<file path="config.mk">
export PLATFORM = sky130hd
export DESIGN_NAME = plmi_fifo
export DESIGN_NICKNAME = d
export VERILOG_FILES = /design/src/design/plmi_pkg.sv /design/src/design/plmi_fifo.sv
export SDC_FILE = /design/constraint.sdc
export NUM_CORES = 1
export LEC_CHECK = 0
export BUFFER_PORTS_ARGS = -buffer_cell sky130_fd_sc_hd__buf_2
export CORE_MARGIN = 1.5
export CORE_UTILIZATION = 40
export DETAILED_ROUTE_END_ITERATION = 7
export GPL_TIMING_DRIVEN = 0
export SLEW_MARGIN = 30
export SYNTH_ARGS = -nofsm -noshare
export SYNTH_HDL_FRONTEND = slang
export SYNTH_SLANG_ARGS = --single-unit
</file>
<file path="constraint.sdc">
create_clock -name clk -period 3.4 [get_ports clk]
set_clock_uncertainty 0.15 [all_clocks]
set_input_delay 0.51 -clock clk [delete_from_list [all_inputs] [get_ports clk]]
set_output_delay 0.51 -clock clk [all_outputs]
set_load 0.03 [all_outputs]
</file>
<file path="src/design/plmi_pkg.sv">
package plmi_pkg;

    localparam int FIELD_W     = 32;
    localparam int PROD_W      = 64;
    localparam int ACC_W       = 64;
    localparam int VALUE_W     = 32;
    localparam int OUT_INDEX_W = 16;
    localparam int EXP_W       = 6;
    localparam int DIV_STEPS   = 64;

    localparam logic signed [ACC_W-1:0]   ACC_MAX = 64'sh7FFF_FFFF_FFFF_FFFF;
    localparam logic signed [VALUE_W-1:0] VAL_MIN = 32'sh8000_0000;
    localparam logic signed [VALUE_W-1:0] VAL_MAX = 32'sh7FFF_FFFF;

    typedef enum logic [0:0] {
        OP_CELL,
        OP_FINISH
    } op_t;

    typedef struct packed {
        op_t               op;
        logic              term;
        logic              last;
        logic              psum_zero;
        logic [PROD_W-1:0] prod_num;
        logic [PROD_W-1:0] prod_den;
        logic [FIELD_W-1:0] cnt;
        logic [FIELD_W-1:0] psum;
    } entry_t;

    typedef enum logic [2:0] {
        ST_IDLE,
        ST_LOG_NUM,
        ST_LOG_DEN,
        ST_MUL,
        ST_ACC,
        ST_DIV,
        ST_EMIT
    } state_t;

endpackage

</file>
<file path="src/design/plmi_fifo.sv">
module plmi_fifo
    import plmi_pkg::*;
#(
    parameter int WIDTH = 8,
    parameter int DEPTH = 2
)
(
    input  logic             clk,
    input  logic             rst_n,
    input  logic             push,
    input  logic [WIDTH-1:0] push_data,
    output logic             full,
    input  logic             pop,
    output logic [WIDTH-1:0] head_data,
    output logic             head_valid
);

    localparam int PTR_W = (DEPTH > 1) ? $clog2(DEPTH) : 1;
    localparam int CNT_W = $clog2(DEPTH + 1);

    logic [WIDTH-1:0] mem_reg [DEPTH];
    logic [PTR_W-1:0] wr_ptr_reg;
    logic [PTR_W-1:0] rd_ptr_reg;
    logic [CNT_W-1:0] count_reg;
    logic             do_push;
    logic             do_pop;

    assign full       = (count_reg == CNT_W'(DEPTH));
    assign head_valid = (count_reg != '0);
    assign head_data  = mem_reg[rd_ptr_reg];
    assign do_push    = push && !full;
    assign do_pop     = pop && head_valid;

    always_ff @(posedge clk)
    begin
        if (do_push)
        begin
            mem_reg[wr_ptr_reg] <= push_data;
        end
    end

    always_ff @(posedge clk or negedge rst_n)
    begin
        if (!rst_n)
        begin
            wr_ptr_reg <= '0;
            rd_ptr_reg <= '0;
            count_reg  <= '0;
        end
        else
        begin
            if (do_push)
            begin
                wr_ptr_reg <= (wr_ptr_reg == PTR_W'(DEPTH - 1)) ? '0 : wr_ptr_reg + 1'b1;
            end
            if (do_pop)
            begin
                rd_ptr_reg <= (rd_ptr_reg == PTR_W'(DEPTH - 1)) ? '0 : rd_ptr_reg + 1'b1;
            end
            if (do_push && !do_pop)
            begin
                count_reg <= count_reg + 1'b1;
            end
            else if (do_pop && !do_push)
            begin
                count_reg <= count_reg - 1'b1;
            end
        end
    end

endmodule

</file>
**Word-level counts from Yosys, hierarchy flattened**

Memories as Yosys holds them, arrays and structs flattened.
Index checks and enable logic that the tools add are counted.

- $add $sub $neg: 4
- Equality and inequality tests: 1
- Mux-type cells: 6
- Reduce and logical (&&, ||, !) cells: 9

Operator list:

| kind | count |
|---|---|
| 1-bit logical AND | 4 |
| 1-bit 2-to-1 mux | 4 |
| 2-bit 2-to-1 mux | 2 |
| 2-bit nonzero test | 2 |
| 1-bit logical NOT | 3 |
| 1-bit adder (second input constant) | 2 |
| 2-bit by 1-bit adder with 2-bit output (second input constant) | 1 |
| 2-bit equality test (second input constant) | 1 |
| 2-bit by 1-bit subtractor with 2-bit output (second input constant) | 1 |

- Flip-flop bits (word level): 4
- RAM bits: 16
- Input bits: 12
- Output and inout port bits: 10
- Logic and storage cells: 24
- Memories: 1

Memories:

| memory | depth | width | rd ports | clocked after Yosys merged registers in | write ports | line | text |
|---|---|---|---|---|---|---|---|
| mem_reg | 2 | 8 | 1 | 0 | 1 | plmi_fifo.sv:21 | `logic [WIDTH-1:0] mem_reg [DEPTH];` |

**Depth between registers and ports, before layout**

- Depth in word-level cells: 7
- Gate-level depth with buffers: 7

**Worst setup path after synthesis**

No wires, ideal clock.

- Path type: reg2out
- Start: reg rd_ptr_reg
- End: out head_data[0]
- Data arrival time: 0.953 ns
- Required time: 2.740 ns
- Setup slack: 1.787 ns
- Stages on the path, launching flop included: 3
- Cell sequence: dfrtp_1 -> buf_2 -> mux2_1

- Word-level cells in the longest chain between the ends: 1

RTL lines:

| item | line | text |
|---|---|---|
| start, declared | plmi_fifo.sv:23 | `logic [PTR_W-1:0] rd_ptr_reg;` |
| start signal, assigned | plmi_fifo.sv:58 | `rd_ptr_reg <= (rd_ptr_reg == PTR_W'(DEPTH - 1)) ? '0 : rd_ptr_reg + 1'b1;` |
| memory 2 x 8 bit | n/a |  |
| end, declared | plmi_fifo.sv:14 | `output logic [WIDTH-1:0] head_data,` |

Every way passes these cells.

**Worst setup path in the final report**

- Start: reg rd_ptr_reg
- End: out head_data[6]

The elaborated chain is that of the path after synthesis.

==> results.json <==
{
  "critical_path_class": "flop to primary output",
  "final_nets": 84,
  "dieHeight_microns": 47.32,
  "drc": 0,
  "vdd_drop_max_uv": 511.5,
  "fin_util": 0.5375,
  "grt.total_usage": 0.1088,
  "cp_top_family": "buffers and inverters",
  "maxCapViolCount": 0,
  "htreeDepth": 1,
  "post_cts_buffers": 0,
  "tns_ps": 0,
  "ios": 22,
  "start_util": 0.4407,
  "period_share": 0.5987,
  "cellPowerDensity_mw_per_mm2": 876.9,
  "first_global_vias": 365,
  "yosysWarnings": 0,
  "die-area_sq_mm": 0.002239,
  "cts_root_buffer": "clkbuf_4",
  "grt_overflow": 0,
  "first_iter_violations": 4,
  "antennaDiodeCount": 0,
  "outcome": "completed",
  "synthCells": 44,
  "grt_max_degree": 12,
  "setup_violations": 0,
  "drv_slew": 0,
  "path_cells": "buf_2 > mux2_1 > buf_2",
  "clockBufferDepth": 2,
  "worstPathArrival_ps": 1380,
  "avgViaCountPerCell": 4.337,
  "endpoint_kind": "primary output",
  "switching_share": 0.3820,
  "antenna_found_initial": 0,
  "synthesis.area_sq_um": 785.8,
  "synth_seq_cells": 20,
  "hold_buffers": 1,
  "cts_buffers": 3,
  "antenna_left": 0,
  "layout_common_cells": "22 x buf_2, 16 x edfxtp_1, 8 x mux2_1, 4 x dfrtp_1",
  "p_int_uw": 519.4,
  "fillers": 144,
  "route.vias.total": 412,
  "cts_resized": 0,
  "max-slew-margin-rel": 0.5577,
  "required_ps": 2740,
  "largest_register_ffs": 16,
  "cp-start-kind": "flop",
  "period_needed_ps": 2035,
  "switchingPower_uw": 321.0,
  "clkPwrFrac": 0.131,
  "avgSynthCellArea_sq_um": 17.86,
  "clk_latency_ps": 280,
  "crit_path_max_incr_delay_ps": 350,
  "share_seq_of_total_power": 0.439,
  "cts_tree": "yes",
  "rsz0062_at_grt": "no",
  "critical_path.max_fanout": 9,
  "synth_nets": 57,
  "place_congestion": 0.6625,
  "final_common_cell": "buf_2",
  "hold_path.class": "input port to flop",
  "pwr-share-comb": 0.430,
  "first_pass_iters": 3,
  "path_buf_inv": 2,
  "cts.sinks": 20,
  "io_buffers": 21,
  "core_area_sq_mm": 0.001783,
  "p_leak_uw": 0.0003965,
  "yosys.cell_types.count": 14,
  "syn2layout_area_growth_pct": 21.97,
  "placedCellCount": 90,
  "clock.fmax_ghz": 0.4913,
  "worst-slew-pin-transition_ps": 661.0,
  "die_w_microns": 47.32,
  "crit_slowest_cell": "mux2_1",
  "wl_mm": 1.053,
  "wl_per_cell_microns": 11.08,
  "ys_seq_area_frac": 0.7389,
  "clk_pin_slew_ps": 100,
  "final-hold-violation-count": 0,
  "stdcell_count": 95,
  "crit_top_cell": "buf_2",
  "grt_pass1_wl_mm": 1.531,
  "fp-row-count": 15,
  "drive_above_1_share": 0.4000
}
-- worst paths after layout --
kind	end	depth (start not counted)	slack, ps	startpoint
max	head_data[6]	3	1360	rd_ptr_reg$_DFFE_PN0P_
min	mem_reg[0][4]$_DFFE_PP_	1	250	push_data[4]
max reg2reg	mem_reg[0][2]$_DFFE_PP_	3	1680	count_reg[0]$_DFFE_PN0P_
min reg2reg	count_reg[1]$_DFFE_PN0P_	1	350	count_reg[1]$_DFFE_PN0P_
max in group asynchronous	rd_ptr_reg$_DFFE_PN0P_	2	2590	rst_n
min in group asynchronous	count_reg[0]$_DFFE_PN0P_	2	390	rst_n
-- routing by layer --
metal / vias up / track usage / wire [microns]
met5: - / 0 / 0
met4: 0 / 0.08333 / 0
met3: 0 / 0.03462 / 41
met2: 10 / 0.1541 / 525
met1: 194 / 0.1375 / 485
li1: 208 / - / -
-- cell type report --
type / count / area [sq um] / share of cell area
multi-input cells: 21 / 192.7 / 0.2010
flip-flops and latches: 20 / 580.6 / 0.6057
clock buffers: 4 / 26.28 / 0.02742
well taps: 25 / 31.28 / 0.03264
inverters: 2 / 7.507 / 0.007833
plain buffers: 1 / 5.005 / 0.005222
repair buffers: 22 / 115.1 / 0.1201
-- power by group through the flow --
stage | registers (uW) | clock network [uW] | logic (uW)
floorplan | 369 | 0 | 282
global placement | 374 | 0 | 364
detailed placement | 375 | 0 | 365
CTS | 369 | 115 | 368
global route | 379 | 125 | 391
finish | 369 | 110 | 361
-- synth_stat cells --
cell type | number | area [sq um]
xor2_1 | 2 | 17.52
ha_1 | 1 | 12.51
nand2_4 | 1 | 11.26
nand2b_1 | 1 | 6.260
dfrtp_1 | 4 | 100.1
nor2_1 | 2 | 7.510
edfxtp_1 | 16 | 480.5
nand2_2 | 1 | 6.260
xnor2_1 | 3 | 26.28
and3_1 | 1 | 6.260
or2_4 | 1 | 8.760
inv_1 | 2 | 7.510
buf_2 | 1 | 5.000
mux2_1 | 8 | 90.09
-- logic make-up after synthesis --
family / Yosys count / synth area share
flops: 20 / 0.7389
xor+xnor: 5 / 0.05574
simple gates: 7 / 0.05894
mux: 8 / 0.1147
buf+inv: 3 / 0.01592
fa+ha+maj: 1 / 0.01592
-- through the flow --
step                      worst slack, ps  hold WS [ps]  total power (uW)  area [sq um]
after floorplan                      1787         64.41             650.5         785.8
after global placement               1601         173.1             738.9         922.1
after detailed placement             1637         173.6             739.7         922.1
after CTS                            1335         242.3             852.3         958.4
after global routing                 1273         230.8             894.5         958.4
final                                1365         253.7             840.4         958.4
No activity file was read; power rests on OpenSTA's default activity.
